==> config.mk <==
export PLATFORM = sky130hd
export DESIGN_NAME = rf_remote_key_learn_match
export DESIGN_NICKNAME = d
export VERILOG_FILES = /design/src/design/rfkl_pkg.sv /design/src/design/rfkl_ram.sv /design/src/design/rfkl_keytab.sv /design/src/design/rf_remote_key_learn_match.sv
export SDC_FILE = /design/constraint.sdc
export NUM_CORES = 1
export LEC_CHECK = 0
export ABC_AREA = 1
export ABC_CLOCK_PERIOD_IN_PS = 5240
export BUFFER_PORTS_ARGS = -buffer_cell sky130_fd_sc_hd__buf_4
export CAP_MARGIN = 30
export CORE_MARGIN = 10
export CORE_UTILIZATION = 57
export CTS_CLUSTER_SIZE = 25
export DETAILED_ROUTE_END_ITERATION = 10
export PLACE_DENSITY = 0.77
export SLEW_MARGIN = 20
export SYNTH_ARGS = -nofsm -noshare
export SYNTH_HDL_FRONTEND = slang
export SYNTH_SLANG_ARGS = --single-unit
==> constraint.sdc <==
create_clock -name clock -period 5.24 [get_ports clock]
set_input_delay 0.262 -clock clock [delete_from_list [all_inputs] [get_ports clock]]
set_output_delay 0.262 -clock clock [all_outputs]
set_load 0.03 [all_outputs]
==> src/design/rfkl_pkg.sv <==
package rfkl_pkg;

   localparam int KEY_SLOTS_DEF = 16;

   localparam int OP_W      = 3;
   localparam int CODE_W    = 32;
   localparam int FUNC_W    = 3;
   localparam int IDX_W     = 4;
   localparam int CMD_W     = 3;
   localparam int PCT_W     = 7;
   localparam int PHASE_W   = 3;
   localparam int KCNT_W    = 5;
   localparam int DEB_W     = 16;
   localparam int TMO_W     = 20;
   localparam int CSR_W     = 20;
   localparam int CSR_IDX_W = 2;
   localparam int TIME_W    = 32;

   localparam logic [OP_W-1:0] OP_TICK  = 3'd0;
   localparam logic [OP_W-1:0] OP_CODE  = 3'd1;
   localparam logic [OP_W-1:0] OP_LEARN = 3'd2;
   localparam logic [OP_W-1:0] OP_ADD   = 3'd3;
   localparam logic [OP_W-1:0] OP_DEL   = 3'd4;

   localparam logic [CSR_IDX_W-1:0] CSR_DEBOUNCE = 2'd0;
   localparam logic [CSR_IDX_W-1:0] CSR_TIMEOUT  = 2'd1;
   localparam logic [CSR_IDX_W-1:0] CSR_PEDEST   = 2'd2;

   localparam logic [DEB_W-1:0] DEBOUNCE_RST = 16'd500;
   localparam logic [TMO_W-1:0] TIMEOUT_RST  = 20'd30000;
   localparam logic [PCT_W-1:0] PEDEST_RST   = 7'd50;
   localparam logic [PCT_W-1:0] PCT_MAX      = 7'd100;

   localparam logic [FUNC_W-1:0] FN_PEDEST = 3'd3;
   localparam logic [FUNC_W-1:0] FN_TOGGLE = 3'd4;

   localparam logic [PHASE_W-1:0] PH_OFF    = 3'd0;
   localparam logic [PHASE_W-1:0] PH_OPEN   = 3'd1;
   localparam logic [PHASE_W-1:0] PH_PEDEST = 3'd4;

   typedef logic [1:0] tab_op_type;
   localparam tab_op_type TAB_APPEND = 2'd0;
   localparam tab_op_type TAB_MATCH  = 2'd1;
   localparam tab_op_type TAB_DELETE = 2'd2;

   typedef struct packed {
      logic              start;
      tab_op_type        op;
      logic [CODE_W-1:0] code;
      logic [FUNC_W-1:0] func;
      logic [IDX_W-1:0]  idx;
   } tab_req_type;

   typedef struct packed {
      logic              done;
      logic              hit;
      logic [FUNC_W-1:0] func;
      logic              full;
      logic              changed;
   } tab_rsp_type;

   typedef struct packed {
      logic [CODE_W-1:0] code;
      logic [FUNC_W-1:0] func;
   } key_entry_type;

endpackage

==> src/design/rfkl_ram.sv <==
module rfkl_ram #(
   parameter int WIDTH = 35,
   parameter int DEPTH = 16
) (
   input  logic                     clock,
   input  logic                     wr_en,
   input  logic [$clog2(DEPTH)-1:0] wr_addr,
   input  logic [WIDTH-1:0]         wr_data,
   input  logic [$clog2(DEPTH)-1:0] rd_addr,
   output logic [WIDTH-1:0]         rd_data
);

   logic [WIDTH-1:0] mem [DEPTH];
   logic [WIDTH-1:0] rd_data_ff;

   always_ff @(posedge clock) begin
      if (wr_en) begin
         mem[wr_addr] <= wr_data;
      end
      rd_data_ff <= mem[rd_addr];
   end

   assign rd_data = rd_data_ff;

endmodule

==> src/design/rfkl_keytab.sv <==
module rfkl_keytab
   import rfkl_pkg::*;
#(
   parameter int KEY_SLOTS = KEY_SLOTS_DEF
) (
   input  logic                           clock,
   input  logic                           reset,
   input  tab_req_type                    tab_req,
   output tab_rsp_type                    tab_rsp,
   output logic [$clog2(KEY_SLOTS+1)-1:0] total
);

   localparam int AW    = $clog2(KEY_SLOTS);
   localparam int CW    = $clog2(KEY_SLOTS + 1);
   localparam int ENT_W = CODE_W + FUNC_W;

   localparam logic [1:0] T_IDLE  = 2'd0;
   localparam logic [1:0] T_MATCH = 2'd1;
   localparam logic [1:0] T_DEL   = 2'd2;

   logic [1:0]    state_ff, state_in;
   logic [CW-1:0] total_ff, total_in;
   logic [CW-1:0] ptr_ff, ptr_in;
   logic          pend_ff, pend_in;

   logic          wr_en;
   logic [AW-1:0] wr_addr;
   key_entry_type wr_ent;
   key_entry_type rd_ent;
   logic [ENT_W-1:0] rd_bits;
   logic          more;
   logic          is_full;

   rfkl_ram #(
      .WIDTH(ENT_W),
      .DEPTH(KEY_SLOTS)
   ) u_ram (
      .clock  (clock),
      .wr_en  (wr_en),
      .wr_addr(wr_addr),
      .wr_data(ENT_W'(wr_ent)),
      .rd_addr(ptr_ff[AW-1:0]),
      .rd_data(rd_bits)
   );

   assign rd_ent  = key_entry_type'(rd_bits);
   assign more    = ptr_ff < total_ff;
   assign is_full = total_ff >= CW'(KEY_SLOTS);

   always_comb begin
      state_in = state_ff;
      total_in = total_ff;
      ptr_in   = ptr_ff;
      pend_in  = 1'b0;
      wr_en    = 1'b0;
      wr_addr  = total_ff[AW-1:0];
      wr_ent   = '{code: tab_req.code, func: tab_req.func};
      tab_rsp  = '0;
      unique case (state_ff)
         T_IDLE: begin
            if (tab_req.start) begin
               unique case (tab_req.op)
                  TAB_APPEND: begin
                     tab_rsp.done = 1'b1;
                     if (is_full) begin
                        tab_rsp.full = 1'b1;
                     end else begin
                        wr_en    = 1'b1;
                        total_in = total_ff + 1'b1;
                     end
                  end
                  TAB_MATCH: begin
                     ptr_in   = '0;
                     state_in = T_MATCH;
                  end
                  TAB_DELETE: begin
                     if (32'(tab_req.idx) < 32'(total_ff)) begin
                        ptr_in   = CW'(32'(tab_req.idx) + 32'd1);
                        state_in = T_DEL;
                     end else begin
                        tab_rsp.done = 1'b1;
                     end
                  end
                  default: begin
                     tab_rsp.done = 1'b1;
                  end
               endcase
            end
         end
         T_MATCH: begin
            if (pend_ff && rd_ent.code == tab_req.code) begin
               tab_rsp.done = 1'b1;
               tab_rsp.hit  = rd_ent.func <= FN_TOGGLE;
               tab_rsp.func = rd_ent.func;
               state_in     = T_IDLE;
            end else if (more) begin
               ptr_in  = ptr_ff + 1'b1;
               pend_in = 1'b1;
            end else if (!pend_ff) begin
               tab_rsp.done = 1'b1;
               state_in     = T_IDLE;
            end
         end
         T_DEL: begin
            // data read from ptr-1 moves down to ptr-2
            if (pend_ff) begin
               wr_en   = 1'b1;
               wr_addr = AW'(ptr_ff - CW'(2));
               wr_ent  = rd_ent;
            end
            if (more) begin
               ptr_in  = ptr_ff + 1'b1;
               pend_in = 1'b1;
            end else if (!pend_ff) begin
               tab_rsp.done    = 1'b1;
               tab_rsp.changed = 1'b1;
               total_in        = total_ff - 1'b1;
               state_in        = T_IDLE;
            end
         end
         default: begin
            state_in = T_IDLE;
         end
      endcase
   end

   always_ff @(posedge clock) begin
      if (reset) begin
         state_ff <= T_IDLE;
         total_ff <= '0;
         ptr_ff   <= '0;
         pend_ff  <= 1'b0;
      end else begin
         state_ff <= state_in;
         total_ff <= total_in;
         ptr_ff   <= ptr_in;
         pend_ff  <= pend_in;
      end
   end

   assign total = total_ff;

endmodule

==> src/design/rf_remote_key_learn_match.sv <==
// channel   | handshake            | payload
// req       | req_valid/req_ready  | operation, code, function_req, index
// rsp       | rsp_valid/rsp_ready  | command, status flags, learn phase, key count
// csr       | csr_write_en         | csr_index, csr_wdata (no read-back)
// one request at a time; tick, learn, add and learning receive finish without waiting on the table
// a received code outside learning scans the key table, one slot per cycle
// a delete shifts later keys down through the table memory
// a new request is taken while the previous response waits on rsp_ready
// synchronous reset empties the table and restores the register defaults
module rf_remote_key_learn_match
   import rfkl_pkg::*;
#(
   parameter int KEY_SLOTS = KEY_SLOTS_DEF
) (
   input  logic                 clock,
   input  logic                 reset,
   input  logic                 req_valid,
   output logic                 req_ready,
   input  logic [OP_W-1:0]      req_operation,
   input  logic [CODE_W-1:0]    req_code,
   input  logic [FUNC_W-1:0]    req_function_req,
   input  logic [IDX_W-1:0]     req_index,
   output logic                 rsp_valid,
   input  logic                 rsp_ready,
   output logic                 rsp_command_valid,
   output logic [CMD_W-1:0]     rsp_command,
   output logic [PCT_W-1:0]     rsp_position_percent,
   output logic [PHASE_W-1:0]   rsp_learn_phase,
   output logic [KCNT_W-1:0]    rsp_keys_stored,
   output logic                 rsp_update_request,
   output logic                 rsp_table_saved,
   output logic                 rsp_learn_finished,
   output logic                 rsp_learn_timed_out,
   output logic                 rsp_table_full,
   input  logic                 csr_write_en,
   input  logic [CSR_IDX_W-1:0] csr_index,
   input  logic [CSR_W-1:0]     csr_wdata
);

   localparam int CW = $clog2(KEY_SLOTS + 1);

   localparam logic [1:0] S_IDLE = 2'd0;
   localparam logic [1:0] S_EXEC = 2'd1;
   localparam logic [1:0] S_WAIT = 2'd2;
   localparam logic [1:0] S_DONE = 2'd3;

   logic [1:0]         state_ff, state_in;

   logic [DEB_W-1:0]   debounce_ff;
   logic [TMO_W-1:0]   timeout_ff;
   logic [PCT_W-1:0]   pedest_ff;

   logic [OP_W-1:0]    op_ff;
   logic [CODE_W-1:0]  code_ff;
   logic [FUNC_W-1:0]  func_ff;
   logic [IDX_W-1:0]   idx_ff;

   logic [TIME_W-1:0]  now_ff, now_in;
   logic [CODE_W-1:0]  last_code_ff, last_code_in;
   logic [TIME_W-1:0]  last_time_ff, last_time_in;
   logic [PHASE_W-1:0] mode_ff, mode_in;
   logic [TIME_W-1:0]  start_ff, start_in;

   logic               r_cmd_valid_ff, r_cmd_valid_in;
   logic [CMD_W-1:0]   r_cmd_ff, r_cmd_in;
   logic [PCT_W-1:0]   r_pos_ff, r_pos_in;
   logic               r_upd_ff, r_upd_in;
   logic               r_saved_ff, r_saved_in;
   logic               r_fin_ff, r_fin_in;
   logic               r_tmo_ff, r_tmo_in;
   logic               r_full_ff, r_full_in;

   logic               rsp_valid_ff;
   logic               rsp_cmd_valid_ff;
   logic [CMD_W-1:0]   rsp_cmd_ff;
   logic [PCT_W-1:0]   rsp_pos_ff;
   logic [PHASE_W-1:0] rsp_phase_ff;
   logic [KCNT_W-1:0]  rsp_keys_ff;
   logic               rsp_upd_ff;
   logic               rsp_saved_ff;
   logic               rsp_fin_ff;
   logic               rsp_tmo_ff;
   logic               rsp_full_ff;

   tab_req_type        tab_req;
   tab_rsp_type        tab_rsp;
   logic [CW-1:0]      total;

   logic [TIME_W-1:0]  learn_age;
   logic [TIME_W-1:0]  accept_age;
   logic [PCT_W-1:0]   pedest_sat;
   logic               accept;
   logic               load_rsp;

   rfkl_keytab #(
      .KEY_SLOTS(KEY_SLOTS)
   ) u_keytab (
      .clock  (clock),
      .reset  (reset),
      .tab_req(tab_req),
      .tab_rsp(tab_rsp),
      .total  (total)
   );

   assign req_ready  = state_ff == S_IDLE;
   assign accept     = req_valid && req_ready;
   assign load_rsp   = state_ff == S_DONE && (!rsp_valid_ff || rsp_ready);
   assign learn_age  = now_ff - start_ff;
   assign accept_age = now_ff - last_time_ff;
   assign pedest_sat = pedest_ff > PCT_MAX ? PCT_MAX : pedest_ff;

   always_comb begin
      state_in       = state_ff;
      now_in         = now_ff;
      last_code_in   = last_code_ff;
      last_time_in   = last_time_ff;
      mode_in        = mode_ff;
      start_in       = start_ff;
      r_cmd_valid_in = r_cmd_valid_ff;
      r_cmd_in       = r_cmd_ff;
      r_pos_in       = r_pos_ff;
      r_upd_in       = r_upd_ff;
      r_saved_in     = r_saved_ff;
      r_fin_in       = r_fin_ff;
      r_tmo_in       = r_tmo_ff;
      r_full_in      = r_full_ff;
      tab_req        = '{start: 1'b0, op: TAB_APPEND, code: code_ff, func: func_ff,
                         idx: idx_ff};
      unique case (state_ff)
         S_IDLE: begin
            if (accept) begin
               r_cmd_valid_in = 1'b0;
               r_cmd_in       = '0;
               r_pos_in       = '0;
               r_upd_in       = 1'b0;
               r_saved_in     = 1'b0;
               r_fin_in       = 1'b0;
               r_tmo_in       = 1'b0;
               r_full_in      = 1'b0;
               state_in       = S_EXEC;
            end
         end
         S_EXEC: begin
            state_in = S_DONE;
            unique case (op_ff)
               OP_TICK: begin
                  now_in = now_ff + 1'b1;
                  // age after the increment exceeds the timeout
                  if (mode_ff != PH_OFF && learn_age >= TIME_W'(timeout_ff)
                      && learn_age != '1) begin
                     mode_in  = PH_OFF;
                     r_tmo_in = 1'b1;
                  end
               end
               OP_CODE: begin
                  if (code_ff != '0) begin
                     if (mode_ff != PH_OFF) begin
                        tab_req.start = 1'b1;
                        tab_req.func  = mode_ff - 1'b1;
                        r_upd_in      = 1'b1;
                        r_full_in     = tab_rsp.full;
                        start_in      = now_ff;
                        if (mode_ff == PH_PEDEST) begin
                           mode_in    = PH_OFF;
                           r_saved_in = 1'b1;
                           r_fin_in   = 1'b1;
                        end else begin
                           mode_in = mode_ff + 1'b1;
                        end
                     end else if (!(code_ff == last_code_ff &&
                                    accept_age < TIME_W'(debounce_ff))) begin
                        last_code_in  = code_ff;
                        last_time_in  = now_ff;
                        r_upd_in      = 1'b1;
                        tab_req.start = 1'b1;
                        tab_req.op    = TAB_MATCH;
                        state_in      = S_WAIT;
                     end
                  end
               end
               OP_LEARN: begin
                  mode_in  = PH_OPEN;
                  start_in = now_ff;
               end
               OP_ADD: begin
                  tab_req.start = 1'b1;
                  r_full_in     = tab_rsp.full;
                  r_saved_in    = !tab_rsp.full;
               end
               OP_DEL: begin
                  tab_req.start = 1'b1;
                  tab_req.op    = TAB_DELETE;
                  if (!tab_rsp.done) begin
                     state_in = S_WAIT;
                  end
               end
               default: begin
                  state_in = S_DONE;
               end
            endcase
         end
         S_WAIT: begin
            tab_req.op = op_ff == OP_DEL ? TAB_DELETE : TAB_MATCH;
            if (tab_rsp.done) begin
               state_in = S_DONE;
               if (op_ff == OP_DEL) begin
                  r_saved_in = tab_rsp.changed;
               end else if (tab_rsp.hit) begin
                  r_cmd_valid_in = 1'b1;
                  r_cmd_in       = tab_rsp.func;
                  r_pos_in       = tab_rsp.func == FN_PEDEST ? pedest_sat : '0;
               end
            end
         end
         S_DONE: begin
            if (load_rsp) begin
               state_in = S_IDLE;
            end
         end
         default: begin
            state_in = S_IDLE;
         end
      endcase
   end

   always_ff @(posedge clock) begin
      if (reset) begin
         state_ff     <= S_IDLE;
         debounce_ff  <= DEBOUNCE_RST;
         timeout_ff   <= TIMEOUT_RST;
         pedest_ff    <= PEDEST_RST;
         now_ff       <= '0;
         last_code_ff <= '0;
         last_time_ff <= '0;
         mode_ff      <= PH_OFF;
         start_ff     <= '0;
         rsp_valid_ff <= 1'b0;
      end else begin
         state_ff     <= state_in;
         now_ff       <= now_in;
         last_code_ff <= last_code_in;
         last_time_ff <= last_time_in;
         mode_ff      <= mode_in;
         start_ff     <= start_in;
         if (csr_write_en) begin
            unique case (csr_index)
               CSR_DEBOUNCE: debounce_ff <= csr_wdata[DEB_W-1:0];
               CSR_TIMEOUT:  timeout_ff  <= csr_wdata[TMO_W-1:0];
               CSR_PEDEST:   pedest_ff   <= csr_wdata[PCT_W-1:0];
               default: begin
               end
            endcase
         end
         if (load_rsp) begin
            rsp_valid_ff <= 1'b1;
         end else if (rsp_ready) begin
            rsp_valid_ff <= 1'b0;
         end
      end
   end

   always_ff @(posedge clock) begin
      if (accept) begin
         op_ff   <= req_operation;
         code_ff <= req_code;
         func_ff <= req_function_req;
         idx_ff  <= req_index;
      end
      r_cmd_valid_ff <= r_cmd_valid_in;
      r_cmd_ff       <= r_cmd_in;
      r_pos_ff       <= r_pos_in;
      r_upd_ff       <= r_upd_in;
      r_saved_ff     <= r_saved_in;
      r_fin_ff       <= r_fin_in;
      r_tmo_ff       <= r_tmo_in;
      r_full_ff      <= r_full_in;
      if (load_rsp) begin
         rsp_cmd_valid_ff <= r_cmd_valid_ff;
         rsp_cmd_ff       <= r_cmd_ff;
         rsp_pos_ff       <= r_pos_ff;
         rsp_phase_ff     <= mode_ff;
         rsp_keys_ff      <= KCNT_W'(total);
         rsp_upd_ff       <= r_upd_ff;
         rsp_saved_ff     <= r_saved_ff;
         rsp_fin_ff       <= r_fin_ff;
         rsp_tmo_ff       <= r_tmo_ff;
         rsp_full_ff      <= r_full_ff;
      end
   end

   assign rsp_valid            = rsp_valid_ff;
   assign rsp_command_valid    = rsp_cmd_valid_ff;
   assign rsp_command          = rsp_cmd_ff;
   assign rsp_position_percent = rsp_pos_ff;
   assign rsp_learn_phase      = rsp_phase_ff;
   assign rsp_keys_stored      = rsp_keys_ff;
   assign rsp_update_request   = rsp_upd_ff;
   assign rsp_table_saved      = rsp_saved_ff;
   assign rsp_learn_finished   = rsp_fin_ff;
   assign rsp_learn_timed_out  = rsp_tmo_ff;
   assign rsp_table_full       = rsp_full_ff;

endmodule

==> metrics.cfg, run 1 <==
[yosys]
synth_cell_types = 54
syn_area_per_cell_um2 = 9.73
synth_largest_area_cell = edfxtp_1
synthCells = 4080
synth_top_area_share_pct = 48.6
syn_nets = 4275
synthArstFlopShare_pct = 0
synth_ff_type = edfxtp_1
yosysSeqAreaShare_pct = 59.9
synth-seq-cells = 867
synth_area_leaders = edfxtp_1 (49%), dfxtp_1 (11%), o21ai_0 (6.4%), nand2_1 (6.0%), nor2_1 (4.5%)
synth-edff-count = 642
synth_area_um2 = 39700
ys_warn_count = 0

[cts]
cts_root_buf = clkbuf_16
cts.sink_count = 867
numCtsBuffers = 87
clock_latency_ps = 670
cts_max_path_buffers = 3
clkTransAtPathRegs_ps = 60
cts_tree = built
htree_num_levels = 3

[drt]
wl_um = 108000
avgRoutedWirePerCell_um = 20.5
vias = 31200
drtIter0Drc = 3803
vias_per_cell = 5.90
detail-route-antenna-nets = 0
firstDrtPassIters = 6
drc_errors = 0

[global_route]
grt_usage_pct = 25.9
grt_max_degree = 242
grt-ovfl-total = 0
grt_antenna_before_repair = 1
grt_pass1_vias = 29500
grt_pass1_wl_um = 166000

[setup_path]
cp.arrival_ps = 5200
crit_type = reg2reg
reg2reg_from = last_time_ff[2]$_SDFFE_PP0P_
required_ps = 5570
critPathMaxStageDelay_ps = 380
path_common_cell = nand2_1
slowest_stage = ha_2
crit_path_end_kind = flip-flop
crit_path_start_kind = flip-flop
path_max_fanout = 13
crit_start = last_time_ff[2]$_SDFFE_PP0P_

[run_status]
status = complete, no violations

[power_and_ir_drop]
combinationalPowerShare_pct = 24.0
switching_share_pct = 31.9
p_int_w = 0.0129
p_sw_w = 0.00604
pwr-share-clk_pct = 32.2
p_seq_share_pct = 43.8
irDropWorstVdd_mv = 0.353
power_density_nw_per_um2 = 413
total_leakage_power_nw = 17.7

[die]
die_w_um = 284
die_y_um = 284
core_um2 = 68800
die-area_um2 = 80600
ioPinCount = 95
start_util_pct = 57.7
rows = 96

[flow_run]
maxCapViolCount = 0

[timing]
tightest_slew_ps = 1260
fin_crit_sh_pct = 92.8
period_minus_slack_ps = 4870
finalMaxSlewViolations = 0
setup_slack_ps = 375
slew_headroom_pct = 15.8
finClkSkew_ps = 50.8
setup_viol = 0
fmax_mhz = 206
finalHoldViolations = 0

[min_path]
hold_path.class = in2reg
hold_start = csr_wdata[19]

[final_layout]
drive_gt1_share_pct = 9.56
nets = 4475
fin_area_um2 = 45800
area_delta_synth_final_pct = 15.3
n_fill_cell = 5197

[place]
dpl.hpwl_um = 71000
io_buffers = 94
dp_slack_ps = 250
place_congestion = 0.974
dpl_cell_area_um2 = 42200

per-layer routing:
layer	vias to the layer above	global-route usage (%)	wire, µm
met1	14700	34.5	43800
met5	-	0	13
li1	14600	-	-
met3	255	5.03	10500
met4	2	10.6	4220
met2	1675	41.1	49700
state kept, by name, indices dropped and copies added (netlist names), 7 cells and up:
register,count
debounce_ff,16
r_pos_ff,7
start_ff,32
rsp_position_percent,7
code_ff,32
now_ff,32
u_keytab.u_ram.mem,560
last_time_ff,32
pedest_ff,7
timeout_ff,20
u_keytab.u_ram.rd_data,35
last_code_ff,32
layout by cell type (no fill, tap or decap), types with 63 or more instances in the layout:
master / count
nor2_1: 462
nand2_1: 628
ha_1: 122
buf_4: 191
nand3_1: 130
inv_1: 456
o21ai_0: 495
clkbuf_16: 88
dfxtp_1: 221
dlygate4sd3_1: 63
o22ai_1: 91
edfxtp_1: 642
a21oi_1: 254
logic make-up after synthesis:
group           synth area share (%)
flops                           59.9
compound gates                  14.1
simple gates                    14.6
mux                           0.0536
buf+inv                         5.99
xor+xnor                        1.32
fa+ha+maj                       4.03
worst paths after layout:
kind	to	slack, ps	cells past startpoint
worst max-delay path	u_keytab.u_ram.mem[8][19]$_DFFE_PP_	370	35
worst min-delay path	timeout_ff[19]$_SDFFE_PP0P_	70	3
worst max register to register	u_keytab.u_ram.mem[8][19]$_DFFE_PP_	370	35
worst min register to register	rsp_command[1]$_DFFE_PP_	410	0
synth_stat cells (4+ instances only):
cell	n
nor4_1	21
xnor2_1	23
or2_2	4
nand3_1	133
o21a_1	16
nor3_1	32
and2_1	5
o221ai_1	58
ha_1	123
edfxtp_1	642
a31oi_1	8
nor2_2	6
xor2_1	37
o21bai_1	5
o22ai_1	91
and3_1	4
nor3b_1	5
o211ai_1	34
o21ai_0	505
nand4_1	37
nor2_1	481
nand3_2	5
buf_1	6
a21oi_1	255
nor2_4	4
inv_1	462
a211oi_1	15
a21o_1	4
clkbuf_1	158
nand2_1	632
dfxtp_1	225
power by group through the flow:
stage | registers [W] | logic [W] | clock network, W
global route | 0.00831 | 0.00505 | 0.00642
CTS | 0.00827 | 0.00444 | 0.00613
floorplan | 0.00834 | 0.00299 | 0
global placement | 0.00840 | 0.00427 | 0
detailed placement | 0.00841 | 0.00437 | 0
finish | 0.00828 | 0.00454 | 0.00609
worst max-delay path, delay by kind of cell (launching register included):
kind,cells,cell delay (ps)
fa+ha+maj,2,640
compound gates,1,160
buf+inv,7,840
flops,1,310
xor+xnor,1,170
simple gates,24,2430
repair_timing:
| action | 4_1_cts | 5_1_grt |
|---|---|---|
| setup endpoints to repair | 0 | 575 |
| gates resized for setup | 0 | 13 |
| buffers inserted | 0 | 2 |
| hold buffers | 63 | 0 |
| endpoints found under the hold margin | 86 | 0 |
stage by stage:
step                std cells  hold slack (ps)  util (%)  TNS (ps)  total power [W]
finish                   5283             66.7      66.5         0           0.0189
global route             5281             28.5      66.5      -191           0.0198
CTS                      5275             31.3      66.3         0           0.0188
detailed placement       5053              405      61.3         0           0.0128
global placement         5047              403      61.2         0           0.0127
floorplan                4080              361         -    -97550           0.0113
cell type report:
cell class / count / area (µm²) / area share (%)
clock inverters: 49 / 478 / 1.04
repair buffers: 277 / 2520 / 5.51
multi-input cells: 2580 / 13700 / 30.0
inverters: 467 / 1760 / 3.85
diodes: 2 / 5.00 / 0.0109
flip-flops and latches: 867 / 23800 / 52.0
clock buffers: 110 / 2310 / 5.05
well taps: 931 / 1160 / 2.55
No activity file was read; power rests on OpenSTA's default activity.
==> run 2: changes to the inputs <==
CORE_UTILIZATION = 34   (was 57)
PLACE_DENSITY = not set   (was 0.77)
==> metrics.cfg, run 2 (synthesized netlist as in run 1, its figures left out) <==
[drt]
vias_per_cell = 5.16
wl_um = 117000
drtIter0Drc = 2996
vias = 30400
drc_errors = 0
avgRoutedWirePerCell_um = 19.8
detail-route-antenna-nets = 0
firstDrtPassIters = 5

[global_route]
grt_antenna_before_repair = 4
grt.met3_usage_pct = 3.75
grt-ovfl-total = 0
grt_util_met1_pct = 23.8
grt_usage_pct = 17.1
grt_pass1_vias = 28800
grtUsageMet2_pct = 26.2
grt_pass1_wl_um = 175000
grt-busiest-layer = met2
grt_max_degree = 199

[final_layout]
n_fill_cell = 11200
final_cell_mix = edfxtp_1 (642), nand2_1 (629), o21ai_0 (504)
regMostFlops = u_keytab.u_ram.mem
fin_util_pct = 40.3
area_delta_synth_final_pct = 17.8
drive_gt1_share_pct = 9.59
seqCellArea_um2 = 23800
largest_reg_flops = 560
final_common_cell = edfxtp_1
nets = 4476
multiInputGateArea_um2 = 13700

[power_and_ir_drop]
switching_share_pct = 32.0
combinationalPowerShare_pct = 23.8
pwr-share-clk_pct = 33.9
irDropWorstVdd_mv = 0.247
p_sw_w = 0.00629
p_seq_share_pct = 42.4
p_int_w = 0.0133
p_total_w = 0.0196
total_leakage_power_nw = 17.8
power_density_nw_per_um2 = 420

[die]
rows = 125
core_um2 = 116000
start_util_pct = 34.2
die-area_um2 = 131000
ioPinCount = 95
die_w_um = 362
die_y_um = 362

[cts]
numCtsBuffers = 93
htree_num_levels = 3
clkTransAtPathRegs_ps = 60
cts.sink_count = 867
cts_tree = built
cts_max_path_buffers = 3
clock_latency_ps = 700
post_cts_buffers = 0
cts_root_buf = clkbuf_16

[timing]
slew_headroom_pct = 25.6
finalHoldViolations = 0
fin_crit_sh_pct = 91.4
rsz0062_at_grt = true
finalMaxSlewViolations = 0
fmax_mhz = 209
period_minus_slack_ps = 4790
finClkSkew_ps = 43.0
tightest_slew_ps = 1120
setup_viol = 0

[flow_run]
maxCapViolCount = 0

[setup_path]
cp.arrival_ps = 5180
path_common_cell = nand2_1
crit_path_start_kind = flip-flop
critPathMaxStageDelay_ps = 410
required_ps = 5630
crit_path_end_kind = flip-flop
slowest_stage = fa_1
path_max_fanout = 17
crit_type = reg2reg

[min_path]
hold_path.class = in2reg

[place]
io_buffers = 94
dpl.hpwl_um = 80000
place_congestion = 0.919

[run_status]
status = complete, no violations

[run 2: worst max-delay path: cells and delay by family (launching register included)]
kind | cells | cell delay [ps]
AO/OA/AOI/OAI | 1 | 190
XOR/XNOR | 1 | 170
adder cells (fa/ha/maj) | 3 | 890
buffers and inverters | 6 | 870
flip-flops | 1 | 370
AND/OR/NAND/NOR | 21 | 1990
[run 2: worst paths after layout]
path / startpoint / to / slack, ps / depth (start not counted)
min reg2reg: r_pos_ff[0]$_SDFFCE_PN0P_ / rsp_position_percent[0]$_DFFE_PP_ / 420 / 0
min: csr_index[1] / timeout_ff[14]$_SDFFE_PP1P_ / 90 / 4
max: now_ff[0]$_SDFFE_PP0P_ / u_keytab.u_ram.mem[1][14]$_DFFE_PP_ / 450 / 32
max reg2reg: now_ff[0]$_SDFFE_PP0P_ / u_keytab.u_ram.mem[1][14]$_DFFE_PP_ / 450 / 32
[run 2: cell type report]
cell class / instances / share of cell area [%]
diodes: 1 / 0.00535
clock buffers: 129 / 5.53
clock inverters: 44 / 1.09
inverters: 467 / 3.77
multi-input cells: 2580 / 29.3
flip-flops and latches: 867 / 50.9
well taps: 1524 / 4.08
repair buffers: 272 / 5.34
[run 2: stage by stage]
stage          setup TNS (ps)  hold slack (ps)  setup WS (ps)  instances  instance area [µm²]
4_1_cts                     0             45.1            265       5878                46700
6_report                    0             92.1            452       5884                46800
3_5_place_dp                0              405            307       5641                42900
2_1_floorplan          -97550              361           -235       4080                39700
5_1_grt                 -95.2             86.5          -8.99       5883                46800
3_3_place_gp                0              401            354       5639                42900
[run 2: per-layer routing]
| metal | part of all wire, % | routed length [µm] | vias to the layer above |
|---|---|---|---|
| li1 | - | - | 14500 |
| met1 | 45 | 52100 | 14500 |
| met2 | 44 | 51100 | 1120 |
| met3 | 8.3 | 9720 | 188 |
| met4 | 3.2 | 3760 | 0 |
| met5 | 0 | 0 | - |
[run 2: timing repair]
action / CTS / global route
setup endpoints to repair: 0 / 560
gates resized for setup: 0 / 4
hold buffers: 64 / 0
endpoints found under the hold margin: 90 / 0
[run 2: power by group through the flow]
stage / Combinational [W] / Sequential [W] / Clock [W]
6_report: 0.00466 / 0.00831 / 0.00665
5_1_grt: 0.00517 / 0.00834 / 0.00704
4_1_cts: 0.00462 / 0.00831 / 0.00678
3_5_place_dp: 0.00456 / 0.00845 / 0
3_3_place_gp: 0.00451 / 0.00845 / 0
2_1_floorplan: 0.00299 / 0.00834 / 0
